===== src/hdl/sme_pkg.sv =====
// shared types and constants for the stable matching engine
// used by sme_ctrl, sme_datapath and stable_matching_engine_core
// no dependencies
package sme_pkg;

  // default party count and fixed payload field widths
  localparam int DEFAULT_PARTIES = 8;
  localparam int MODE_W          = 2;
  localparam int FIELD_W         = 3;

  // input mode codes
  localparam logic [MODE_W-1:0] MODE_LOAD_PROP = 2'd0;
  localparam logic [MODE_W-1:0] MODE_LOAD_ACC  = 2'd1;
  localparam logic [MODE_W-1:0] MODE_START     = 2'd2;

  // controller states, one-hot
  typedef enum logic [5:0] {
    ST_IDLE   = 6'b000001,
    ST_POP    = 6'b000010,
    ST_PREF   = 6'b000100,
    ST_RANK_A = 6'b001000,
    ST_RANK_B = 6'b010000,
    ST_EMIT   = 6'b100000
  } state_t;

  // commands from controller to datapath, at most one per cycle
  typedef struct packed {
    logic start;
    logic load_prop;
    logic load_acc;
    logic pop;
    logic pref;
    logic rank_a;
    logic rank_b;
    logic emit;
  } cmd_t;

  // status from datapath to controller
  typedef struct packed {
    logic stack_empty;
    logic choice_done;
    logic acc_bad;
    logic acc_taken;
    logic emit_last;
    logic out_free;
  } status_t;

endpackage


===== src/hdl/stable_matching_engine_core.sv =====
// top level of the stable matching engine: controller plus datapath
// depends on sme_pkg, sme_ctrl and sme_datapath
//
// usage:
//   input channel in_valid/in_ready carries mode, row, position, choice.
//   mode 0 writes proposer row's list entry at position, mode 1 writes
//   acceptor row's list entry (stored as a rank), mode 2 starts a run.
//   loads with any field not below PARTIES, and mode 3, are dropped.
//   loads stream back to back. a start enters the pop state, then each
//   proposal passes the pop and preference read states, plus two rank
//   reads from the single rank memory port when the acceptor is already
//   taken; popping an exhausted proposer uses the pop state alone. at most
//   PARTIES*PARTIES proposals occur, then one result per proposer, in
//   proposer order, one per cycle unless stalled, last one flagged.
//   in_ready is low from the start transfer until the last result is loaded.
//   result channel out_valid/out_ready holds a result in its register while
//   the receiver stalls; emission pauses until the transfer completes.
//   reset clears the controller, free stack count and result valid;
//   preference memories keep their contents only once written and are not cleared.
module stable_matching_engine_core #(
  parameter int PARTIES = sme_pkg::DEFAULT_PARTIES
) (
  input  logic                          clk,
  input  logic                          rst_n,
  input  logic                          in_valid,
  output logic                          in_ready,
  input  logic [sme_pkg::MODE_W-1:0]    in_mode,
  input  logic [sme_pkg::FIELD_W-1:0]   in_row,
  input  logic [sme_pkg::FIELD_W-1:0]   in_position,
  input  logic [sme_pkg::FIELD_W-1:0]   in_choice,
  output logic                          out_valid,
  input  logic                          out_ready,
  output logic [sme_pkg::FIELD_W-1:0]   out_proposer,
  output logic [sme_pkg::FIELD_W-1:0]   out_partner,
  output logic                          out_matched,
  output logic                          out_last
);

  sme_pkg::cmd_t    cmd;
  sme_pkg::status_t sts;

  // control
  sme_ctrl u_ctrl (
    .clk      (clk),
    .rst_n    (rst_n),
    .in_valid (in_valid),
    .in_mode  (in_mode),
    .in_ready (in_ready),
    .sts      (sts),
    .cmd      (cmd)
  );

  // datapath
  sme_datapath #(
    .PARTIES (PARTIES)
  ) u_dp (
    .clk          (clk),
    .rst_n        (rst_n),
    .cmd          (cmd),
    .sts          (sts),
    .in_row       (in_row),
    .in_position  (in_position),
    .in_choice    (in_choice),
    .out_valid    (out_valid),
    .out_ready    (out_ready),
    .out_proposer (out_proposer),
    .out_partner  (out_partner),
    .out_matched  (out_matched),
    .out_last     (out_last)
  );

  // at most one datapath action per cycle
  a_one_cmd: assert property (@(posedge clk) disable iff (!rst_n)
    $onehot0(cmd))
    else $error("more than one datapath command in a cycle");

  // a start transfer closes intake
  a_start_blocks: assert property (@(posedge clk) disable iff (!rst_n)
    (in_valid && in_ready && (in_mode == sme_pkg::MODE_START)) |=> !in_ready)
    else $error("intake open right after start");

  // emitting the last result reopens intake
  a_last_reopens: assert property (@(posedge clk) disable iff (!rst_n)
    (cmd.emit && sts.emit_last) |=> (in_ready && out_valid && out_last))
    else $error("last result did not end the run");

  // results are only produced while intake is closed
  a_emit_busy: assert property (@(posedge clk) disable iff (!rst_n)
    cmd.emit |-> !in_ready)
    else $error("result emitted while idle");

endmodule


===== src/hdl/sme_ctrl.sv =====
// controller state machine for the stable matching engine
// sequences loads, proposals, rank compares and result emission
// depends on sme_pkg
module sme_ctrl (
  input  logic                          clk,
  input  logic                          rst_n,
  input  logic                          in_valid,
  input  logic [sme_pkg::MODE_W-1:0]    in_mode,
  output logic                          in_ready,
  input  sme_pkg::status_t              sts,
  output sme_pkg::cmd_t                 cmd
);

  sme_pkg::state_t state_r, state_nxt;

  // state register
  always_ff @(posedge clk) begin
    if (!rst_n) begin
      state_r <= sme_pkg::ST_IDLE;
    end else begin
      state_r <= state_nxt;
    end
  end

  assign in_ready = (state_r == sme_pkg::ST_IDLE);

  // next state and command decode
  always_comb begin
    state_nxt = state_r;
    cmd       = '0;
    unique case (state_r)
      sme_pkg::ST_IDLE: begin
        if (in_valid) begin
          unique case (in_mode)
            sme_pkg::MODE_LOAD_PROP: cmd.load_prop = 1'b1;
            sme_pkg::MODE_LOAD_ACC:  cmd.load_acc  = 1'b1;
            sme_pkg::MODE_START: begin
              cmd.start = 1'b1;
              state_nxt = sme_pkg::ST_POP;
            end
            default: ;
          endcase
        end
      end
      sme_pkg::ST_POP: begin
        if (sts.stack_empty) begin
          state_nxt = sme_pkg::ST_EMIT;
        end else begin
          cmd.pop = 1'b1;
          if (!sts.choice_done) state_nxt = sme_pkg::ST_PREF;
        end
      end
      sme_pkg::ST_PREF: begin
        cmd.pref = 1'b1;
        if (!sts.acc_bad && sts.acc_taken) state_nxt = sme_pkg::ST_RANK_A;
        else state_nxt = sme_pkg::ST_POP;
      end
      sme_pkg::ST_RANK_A: begin
        cmd.rank_a = 1'b1;
        state_nxt  = sme_pkg::ST_RANK_B;
      end
      sme_pkg::ST_RANK_B: begin
        cmd.rank_b = 1'b1;
        state_nxt  = sme_pkg::ST_POP;
      end
      sme_pkg::ST_EMIT: begin
        if (sts.out_free) begin
          cmd.emit = 1'b1;
          if (sts.emit_last) state_nxt = sme_pkg::ST_IDLE;
        end
      end
      default: state_nxt = sme_pkg::ST_IDLE;
    endcase
  end

endmodule


===== src/hdl/sme_datapath.sv =====
// datapath of the stable matching engine: preference and rank memories,
// free stack, matching tables and the result register
// depends on sme_pkg
module sme_datapath #(
  parameter int PARTIES = sme_pkg::DEFAULT_PARTIES
) (
  input  logic                          clk,
  input  logic                          rst_n,
  input  sme_pkg::cmd_t                 cmd,
  output sme_pkg::status_t              sts,
  input  logic [sme_pkg::FIELD_W-1:0]   in_row,
  input  logic [sme_pkg::FIELD_W-1:0]   in_position,
  input  logic [sme_pkg::FIELD_W-1:0]   in_choice,
  output logic                          out_valid,
  input  logic                          out_ready,
  output logic [sme_pkg::FIELD_W-1:0]   out_proposer,
  output logic [sme_pkg::FIELD_W-1:0]   out_partner,
  output logic                          out_matched,
  output logic                          out_last
);

  localparam int IDX_W  = (PARTIES > 2) ? $clog2(PARTIES) : 1;
  localparam int CNT_W  = $clog2(PARTIES + 1);
  localparam int ADDR_W = 2 * IDX_W;
  localparam int DEPTH  = 1 << ADDR_W;
  localparam logic [CNT_W-1:0] CNT_FULL = CNT_W'(PARTIES);
  localparam logic [IDX_W-1:0] IDX_LAST = IDX_W'(PARTIES - 1);

  // preference memories, addressed {row, column}
  logic [IDX_W-1:0] pref_mem [DEPTH];
  logic [IDX_W-1:0] rank_mem [DEPTH];
  logic [IDX_W-1:0] pref_q_r, rank_q_r;
  logic [ADDR_W-1:0] pref_raddr, rank_raddr;

  // matching state
  logic [IDX_W-1:0] stack_r   [PARTIES];
  logic [CNT_W-1:0] nc_r      [PARTIES];
  logic [IDX_W-1:0] apart_r   [PARTIES];
  logic             taken_r   [PARTIES];
  logic [IDX_W-1:0] ppart_r   [PARTIES];
  logic             pmatch_r  [PARTIES];
  logic [CNT_W-1:0] cnt_r;
  logic [IDX_W-1:0] p_r, a_r, cur_r, rp_r, emit_idx_r;

  // result register
  logic                        out_valid_r;
  logic [sme_pkg::FIELD_W-1:0] out_proposer_r, out_partner_r;
  logic                        out_matched_r, out_last_r;

  logic [CNT_W-1:0] cnt_m1;
  logic [IDX_W-1:0] p_top;
  logic [IDX_W-1:0] row_i, pos_i, choice_i;
  logic             load_ok;
  logic             push_en;
  logic [IDX_W-1:0] push_val;
  logic             keep_new;

  assign cnt_m1 = cnt_r - CNT_W'(1);
  assign p_top  = stack_r[cnt_m1[IDX_W-1:0]];

  assign row_i    = IDX_W'(in_row);
  assign pos_i    = IDX_W'(in_position);
  assign choice_i = IDX_W'(in_choice);
  assign load_ok  = (int'(in_row) < PARTIES) && (int'(in_position) < PARTIES)
                 && (int'(in_choice) < PARTIES);

  // status toward the controller
  assign sts.stack_empty = (cnt_r == '0);
  assign sts.choice_done = (nc_r[p_top] >= CNT_FULL);
  assign sts.acc_bad     = (int'(pref_q_r) >= PARTIES);
  assign sts.acc_taken   = taken_r[pref_q_r];
  assign sts.emit_last   = (emit_idx_r == IDX_LAST);
  assign sts.out_free    = !out_valid_r || out_ready;

  // memory read addresses
  assign pref_raddr = {p_top, nc_r[p_top][IDX_W-1:0]};
  assign rank_raddr = cmd.rank_a ? {a_r, cur_r} : {pref_q_r, p_r};

  // preference memory: write on load, registered read
  always_ff @(posedge clk) begin
    if (cmd.load_prop && load_ok) pref_mem[{row_i, pos_i}] <= choice_i;
    pref_q_r <= pref_mem[pref_raddr];
  end

  // rank memory: acceptor list stored as rank per proposer
  always_ff @(posedge clk) begin
    if (cmd.load_acc && load_ok) rank_mem[{row_i, choice_i}] <= pos_i;
    rank_q_r <= rank_mem[rank_raddr];
  end

  // push decision after an evaluation step
  assign keep_new = (rp_r < rank_q_r);
  always_comb begin
    push_en  = 1'b0;
    push_val = p_r;
    if (cmd.pref && sts.acc_bad) begin
      push_en = 1'b1;
    end else if (cmd.rank_b) begin
      push_en  = 1'b1;
      push_val = keep_new ? cur_r : p_r;
    end
  end

  // free stack count
  always_ff @(posedge clk) begin
    if (!rst_n) begin
      cnt_r <= '0;
    end else if (cmd.start) begin
      cnt_r <= CNT_FULL;
    end else if (cmd.pop) begin
      cnt_r <= cnt_m1;
    end else if (push_en && (cnt_r < CNT_FULL)) begin
      cnt_r <= cnt_r + CNT_W'(1);
    end
  end

  // free stack, pointers and matching tables
  always_ff @(posedge clk) begin
    if (cmd.start) begin
      for (int i = 0; i < PARTIES; i++) begin
        stack_r[i]  <= IDX_W'(i);
        nc_r[i]     <= '0;
        taken_r[i]  <= 1'b0;
        pmatch_r[i] <= 1'b0;
      end
    end else begin
      if (cmd.pop) begin
        p_r <= p_top;
        if (!sts.choice_done) nc_r[p_top] <= nc_r[p_top] + CNT_W'(1);
      end
      if (push_en && (cnt_r < CNT_FULL)) stack_r[cnt_r[IDX_W-1:0]] <= push_val;
      // first proposal to a free acceptor is kept
      if (cmd.pref) begin
        a_r   <= pref_q_r;
        cur_r <= apart_r[pref_q_r];
        if (!sts.acc_bad && !sts.acc_taken) begin
          taken_r[pref_q_r] <= 1'b1;
          apart_r[pref_q_r] <= p_r;
          pmatch_r[p_r]     <= 1'b1;
          ppart_r[p_r]      <= pref_q_r;
        end
      end
      if (cmd.rank_a) rp_r <= rank_q_r;
      // strictly better proposer replaces the current partner
      if (cmd.rank_b && keep_new) begin
        apart_r[a_r]    <= p_r;
        pmatch_r[cur_r] <= 1'b0;
        pmatch_r[p_r]   <= 1'b1;
        ppart_r[p_r]    <= a_r;
      end
    end
  end

  // result emission counter
  always_ff @(posedge clk) begin
    if (cmd.start) begin
      emit_idx_r <= '0;
    end else if (cmd.emit) begin
      emit_idx_r <= emit_idx_r + IDX_W'(1);
    end
  end

  // result register and its valid
  always_ff @(posedge clk) begin
    if (!rst_n) begin
      out_valid_r <= 1'b0;
    end else if (cmd.emit) begin
      out_valid_r <= 1'b1;
    end else if (out_ready) begin
      out_valid_r <= 1'b0;
    end
  end

  always_ff @(posedge clk) begin
    if (cmd.emit) begin
      out_proposer_r <= sme_pkg::FIELD_W'(emit_idx_r);
      out_partner_r  <= pmatch_r[emit_idx_r]
                        ? sme_pkg::FIELD_W'(ppart_r[emit_idx_r]) : '0;
      out_matched_r  <= pmatch_r[emit_idx_r];
      out_last_r     <= (emit_idx_r == IDX_LAST);
    end
  end

  assign out_valid    = out_valid_r;
  assign out_proposer = out_proposer_r;
  assign out_partner  = out_partner_r;
  assign out_matched  = out_matched_r;
  assign out_last     = out_last_r;

endmodule


===== config.mk =====
export PLATFORM = sky130hd
export DESIGN_NAME = stable_matching_engine_core
export DESIGN_NICKNAME = d
export VERILOG_FILES = /design/src/hdl/sme_pkg.sv /design/src/hdl/stable_matching_engine_core.sv /design/src/hdl/sme_ctrl.sv /design/src/hdl/sme_datapath.sv
export SDC_FILE = /design/constraint.sdc
export NUM_CORES = 1
export LEC_CHECK = 0
export BUFFER_PORTS_ARGS = -buffer_cell sky130_fd_sc_hd__buf_2
export CAP_MARGIN = 20
export CORE_ASPECT_RATIO = 0.8
export CORE_MARGIN = 3
export CORE_UTILIZATION = 50
export DETAILED_ROUTE_END_ITERATION = 7
export HOLD_SLACK_MARGIN = 0.06
export PLACE_DENSITY = 0.66
export SETUP_SLACK_MARGIN = 0.15
export SLEW_MARGIN = 5
export SYNTH_ARGS = -nofsm -noshare
export SYNTH_HDL_FRONTEND = slang
export SYNTH_SLANG_ARGS = --single-unit

===== constraint.sdc =====
create_clock -name clk -period 4.35 [get_ports clk]
set_input_delay 0.2175 -clock clk [delete_from_list [all_inputs] [get_ports clk]]
set_output_delay 0.2175 -clock clk [all_outputs]
set_load 0.02 [all_outputs]

# Word level (Yosys, flattened, before mapping)
# Memory sizes are Yosys's and may differ from the RTL's. A register that Yosys moved wholly into a read port is not among the register bits.
# Index checks and enable logic that the tools add are counted.
# Widths: inputs -> output; s select.
word_totals:
  wordCells: 140
  in_bits: 15
  ff_bits: 28
  ramBits: 504
  mem_count: 8
  out_inout_bits: 10
classes:
  mux: 71
  order_cmp: 3
  addsub: 4
  n_eq_ne: 15
  reduce_logical: 21
  bitwise_logic: 7
mem_list:
  columns: ["memory", "words", "word_bits", "rd", "rd_ports_with_merged_regs", "wr", "line", "rtl"]
  rows:
  - ["u_dp.pref_mem", 64, 3, 1, 1, 1, "sme_datapath.sv:30", "logic [IDX_W-1:0] pref_mem [DEPTH];"]
  - ["u_dp.rank_mem", 64, 3, 1, 1, 1, "sme_datapath.sv:31", "logic [IDX_W-1:0] rank_mem [DEPTH];"]
  - ["u_dp.nc_r", 8, 4, 1, 0, 8, "sme_datapath.sv:37", "logic [CNT_W-1:0] nc_r [PARTIES];"]
  - ["u_dp.apart_r", 8, 3, 1, 1, 1, "sme_datapath.sv:38", "logic [IDX_W-1:0] apart_r [PARTIES];"]
  - ["u_dp.ppart_r", 8, 3, 1, 1, 1, "sme_datapath.sv:40", "logic [IDX_W-1:0] ppart_r [PARTIES];"]
  - ["u_dp.stack_r", 8, 3, 1, 0, 8, "sme_datapath.sv:36", "logic [IDX_W-1:0] stack_r [PARTIES];"]
  - ["2 more memories", null, null, null, null, null, null, null]
ops:
  columns: ["cell", "n"]
  rows:
  - ["$mux 3", 15]
  - ["$mux 1", 43]
  - ["$mux 6", 7]
  - ["$pmux 6 s6", 1]
  - ["$mux 4", 5]
  - ["$add 4x1->4 const B", 2]
  - ["$eq 6x1->1 const B", 1]
  - ["$eq 6x2->1 const B", 1]
  - ["$eq 6x3->1 const B", 1]
  - ["$eq 6x4->1 const B", 1]
  - ["$eq 6x5->1 const B", 1]
  - ["$eq 6x6->1 const B", 1]
  - ["$ne 2x2->1 const B", 3]
  - ["$reduce_and 2->1", 3]
  - ["$reduce_or 3->1", 2]
  - ["$reduce_and 5->1", 1]
  - ["$ge 4x4->1 const B", 1]
  - ["$logic_not 4->1", 1]
  - ["$lt 4x4->1 const B", 1]
  - ["$reduce_bool 2->1", 2]
  - ["$reduce_or 4->1", 1]
  - ["$sub 4x1->4 const B", 1]
  - ["$add 3x1->3 const B", 1]
  - ["$eq 3x3->1", 1]
  - ["other kinds (16)", 24]

# Logic depth before layout (Yosys ltp)
logic_depth:
  depth_word: 11
  mapped_depth: 19
  ltp_nobuf: 13

# By module
# A second synthesis with hierarchy kept.
unflattened:
  hier_cells: 1525
  area_unflattened_um2: 22836.9
by_module_without_submodules:
  columns: ["module", "cells_per_inst", "instances", "seq_area_each_um2", "area_per_inst_um2"]
  rows:
  - ["sme_datapath", 1480, 1, 15915.3, 22405.2]
  - ["sme_ctrl", 45, 1, 120.1, 431.7]

# Worst setup path before layout
# OpenSTA, ideal clock, no wires.
synth_path:
  path_type: "flip-flop to flip-flop"
  from: "register u_dp.cnt_r[1]"
  to: "register u_dp.pref_q_r[0] (read register of u_dp.pref_mem)"
  setup_time_ns: 0.134
  n_path_buf: 6
  path_slack_ns: 0.394
  path_stages_with_launch: 17
  t_required_ns: 4.216
  t_arrival_ns: 3.822
  path_cell_list: "dfxtp_1 -> clkbuf_1 -> inv_1 -> ha_1 -> buf_6 -> mux2_4 -> mux4_2 -> buf_6 -> or2_1 -> o22ai_2 -> nor2_4 -> buf_6 -> buf_6 -> buf_4 -> o211ai_1 -> nand4_1 -> or4_1"
synth_between:
  elab_chain_cells: 3
synth_rtl:
  columns: ["element", "line", "rtl"]
  rows:
  - ["from (decl)", "sme_datapath.sv:42", "logic [CNT_W-1:0] cnt_r;"]
  - ["from (signal assigned)", "sme_datapath.sv:111", "cnt_r <= cnt_m1;"]
  - ["from (signal assigned)", "sme_datapath.sv:113", "cnt_r <= cnt_r + CNT_W'(1);"]
  - ["$sub 4x1->4 (*)", "sme_datapath.sv:58", "assign cnt_m1 = cnt_r - CNT_W'(1);"]
  - ["$mem_v2 8x3 (*)", null, null]
  - ["via u_dp.p_top[2]", "sme_datapath.sv:51", "logic [IDX_W-1:0] p_top;"]
  - ["$mem_v2 8x4", null, null]
  - ["to (decl)", "sme_datapath.sv:32", "logic [IDX_W-1:0] pref_q_r, rank_q_r;"]
# The timed path passes the listed nets; every way through them passes the cells marked *.
# A chain may end at the register's enable or synchronous reset.

# Worst setup path after layout
layout_path:
  from: "register u_dp.cnt_r[0]"
  to: "register u_dp.pref_q_r[0] (read register of u_dp.pref_mem)"
layout_between:
  elab_chain_cells: 3
layout_rtl:
  columns: ["element", "line"]
  rows:
  - ["$sub 4x1->4 (*)", "sme_datapath.sv:58"]
  - ["$mem_v2 8x3 (*)", null]
  - ["$mem_v2 8x4", null]
# Every way passes the cells marked *; elsewhere a longest branch is shown, timed or not.

==> metrics.cfg <==
[global_routing]
grt_pass1_vias=13830
grt-ovfl-total=0
grt_usage_pct=22.19
grt_max_degree=76
grt_antenna_before_repair=2
grt_pass1_wl_um=82400

[timing]
slew_headroom_pct=25.82
hold_viol=0
worst_slack_ps=272.8
rsz0062_at_grt=false
finalMaxSlewViolations=0
min_period_ps=4077
max_freq_mhz=245.3
setup_violations=0
holdWs_ps=103.4
skew_ps=21.00
final.setup.tns_ps=0
post-route-period-util_pct=93.73
tightest_slew_ps=1082

[worst_hold_path]
min_to=u_dp.taken_r[2]$_DFF_P_
min_path_type=primary input to flop
min-delay-start=in_mode[1]
whs_path_depth=4

[worst_setup_path]
path_cells=inv_1 > ha_4 > buf_2 > mux2i_1 > mux4_2 > buf_6 > mux2i_2 > o22ai_2 > nor2_4 > buf_12 > buf_12 > mux2i_1 > a221o_1 > nor2_1 > a211o_1 > or4_1
crit_slowest_cell=mux4_2
end_kind=flop
r2r_end=u_dp.pref_q_r[0]$_DFF_P_
slowest_delay_ps=560
r2r-start=u_dp.cnt_r[0]$_SDFFE_PP0P_
reg2reg_slack_ps=270
path_max_fanout=20
cp_data_arrival_time_ps=4560
required_ps=4830
startpoint_type=flop
rr_worst_depth=16
worstSetupPathType=flop to flop

[drt]
vias_per_cell=5.894
drc_errors=0
first_pass_iters=5
routed.top_layer=met5
ant_nets=0
m1WireLength_um=24390
first_iter_violations=1571
routed_wl_um=53590
route.met2.wl_um=23470
vias=14240
dr_wl_met3_um=4577
routedWlPerCell_um=22.18

[synth]
synth.mux.area_fraction_pct=8.205
syn-instance-count=1728
synth_compound_area_share_pct=6.197
yosysWarnings=0
synth_enable_flop_cells=508
synthSimpleGateAreaFrac_pct=13.03
synth_common_cells=edfxtp_1 (508), nand2_1 (267), nor2_1 (227), mux2i_1 (125), clkbuf_1 (63)
ys_types=68
synth_nets=1751
synth-main-ff-cell=edfxtp_1
synth_area_leaders=edfxtp_1 (66%), mux2i_1 (5.4%), nand2_1 (4.3%)
yosys.area.top_type=edfxtp_1
synth-seq-area-share_pct=69.36
synth_top_family_by_area=simple AND/OR/NAND/NOR gates
synth_top_area_share_pct=65.98
ys_async_sr_fraction_pct=0
synth-seq-cells=547
synth_area_um2=23120
synth_xor_area_share_pct=0.3031
synth_fa_ha_area_share_pct=0.4330
syn_area_per_cell_um2=13.38
yosysMostFrequentCell=edfxtp_1

[power]
power_density_nw_per_um2=430.5
p_leak_uw=0.008896
irDropWorstVdd_uv=304.9

[placed_design]
post-place-ws_ps=114.9
numPortBuffers=24
gp_congestion=0.8959
post-dp-hpwl_um=34670

[clock_tree]
cts_root_buf=clkbuf_16
cts_tree=yes
cts.sinks=547
clk_latency_ps=600
cts_buffer_depth=3
cts_made_buffers=52
clkTransAtPathRegs_ps=60
cts_max_level=2

[floorplan]
die_x_um=246.4
fp.dieH_um=198.3
start_util_pct=51.30
ios=25
die-area_um2=48870
core_um2=45070
rows=69

[run_status]
run_status=finished, final reports clean

[finish]
drive_gt1_share_pct=13.29
antenna_cells=0
fillCellCount=3568
area_delta_synth_final_pct=12.71
final_nets=1794
final_core_util_pct=57.82

[flow_run]
drv_cap=0

==> logic make-up (layout without fill, tap and decap cells) <==
| group | after synthesis | count (layout) |
|---|---|---|
| xor+xnor | 8 | 8 |
| buf+inv | 120 | 205 |
| mux | 168 | 168 |
| simple gates | 686 | 686 |
| flops | 547 | 547 |
| compound gates | 191 | 191 |
| fa+ha+maj | 8 | 8 |
==> placed cells by master, fill, tap and decap left out, types with 14 or more instances in the layout <==
cell type	netlist	routed
o21ai_0	19	19
nand2b_1	17	17
a21oi_1	21	21
inv_1	21	20
mux2_2	28	28
clkbuf_16	0	55
nor2b_1	26	26
nor2_1	227	226
dfxtp_1	39	39
mux2i_1	125	114
edfxtp_1	508	508
buf_2	8	25
a31oi_1	26	26
nand2_1	267	267
buf_4	5	48
and3_1	34	34
nand3_1	58	58
mux4_2	14	14
a311oi_1	18	18
a211oi_1	31	31
==> critical path: cells and delay by family, from the launching register on <==
family          cells  cell delay (ps)
buf+inv             5              790
simple gates        3              700
compound gates      3              590
flops               1              340
mux                 4             1200
fa+ha+maj           1              320
==> area by class of cell <==
cell class                      count  area, um2  area share (%)
Sequential cell                   547      16040           61.54
Clock inverter                     29      354.1           1.359
Timing Repair Buffer               88      733.2           2.814
Clock buffer                       67       1440           5.527
Tap cell                          603      754.5           2.896
Multi-Input combinational cell   1061       6660           25.56
Inverter                           21      78.83          0.3025
==> where the power goes <==
part / total, uW / internal, uW / switching (uW)
clock network: 4750 / 2810 / 1940
registers: 5840 / 5800 / 41.3
logic: 630 / 213 / 416
==> per-stage QoR <==
step / instance area, um2 / power, uW / instances
3_3_place_gp: 24030 / 6544 / 2309
6_report: 26060 / 11220 / 2416
5_1_grt: 26060 / 11560 / 2416
2_1_floorplan: 23120 / 6307 / 1728
3_5_place_dp: 24040 / 6557 / 2310
4_1_cts: 25880 / 11260 / 2410
==> flip-flops by register name (all words and copies together) (netlist names), named ones only <==
name               flops
u_dp.p_r               3
u_ctrl.state_r         6
u_dp.cnt_r             4
u_dp.nc_r             32
u_dp.taken_r           8
u_dp.stack_r          24
u_dp.emit_idx_r        3
u_dp.pref_mem        192
u_dp.out_matched       1
u_dp.rank_q_r          3
u_dp.a_r               3
u_dp.rp_r              3
u_dp.ppart_r          24
u_dp.pmatch_r          8
u_dp.pref_q_r          3
u_dp.out_proposer      3
u_dp.out_partner       3
u_dp.out_last          1
u_dp.apart_r          24
u_dp.rank_mem        192
u_dp.out_valid         1
u_dp.cur_r             3
==> repair_timing <==
action / 4_1_cts / 5_1_grt
hold endpoints to repair: 27 / 0
endpoints found under the setup margin: 1 / 3
pin swaps: 0 / 3
gates resized for setup: 1 / 21
setup buffers: 0 / 5
hold buffers: 4 / 0
cloned: 0 / 1
==> worst max path at each step <==
stage | slack, ps | from | depth (start not counted) | to
2_1_floorplan | 390 | u_dp.cnt_r[1]$_SDFFE_PP0P_ | 16 | u_dp.pref_q_r[0]$_DFF_P_
3_3_place_gp | 170 | u_dp.cnt_r[1]$_SDFFE_PP0P_ | 15 | u_dp.pref_q_r[0]$_DFF_P_
3_5_place_dp | 110 | u_dp.cnt_r[1]$_SDFFE_PP0P_ | 14 | u_dp.pref_q_r[0]$_DFF_P_
4_1_cts | 180 | u_dp.cnt_r[1]$_SDFFE_PP0P_ | 14 | u_dp.pref_q_r[0]$_DFF_P_
5_1_grt | 110 | u_dp.cnt_r[0]$_SDFFE_PP0P_ | 16 | u_dp.pref_q_r[0]$_DFF_P_
6_report | 270 | u_dp.cnt_r[0]$_SDFFE_PP0P_ | 16 | u_dp.pref_q_r[0]$_DFF_P_
==> layer usage <==
layer,track usage [%],vias to the layer above
li1,-,6522
met1,33.59,7063
met2,32.71,568
met3,4.441,82
met4,6.497,4
met5,0,-
Power figures use the tool's default switching activity.
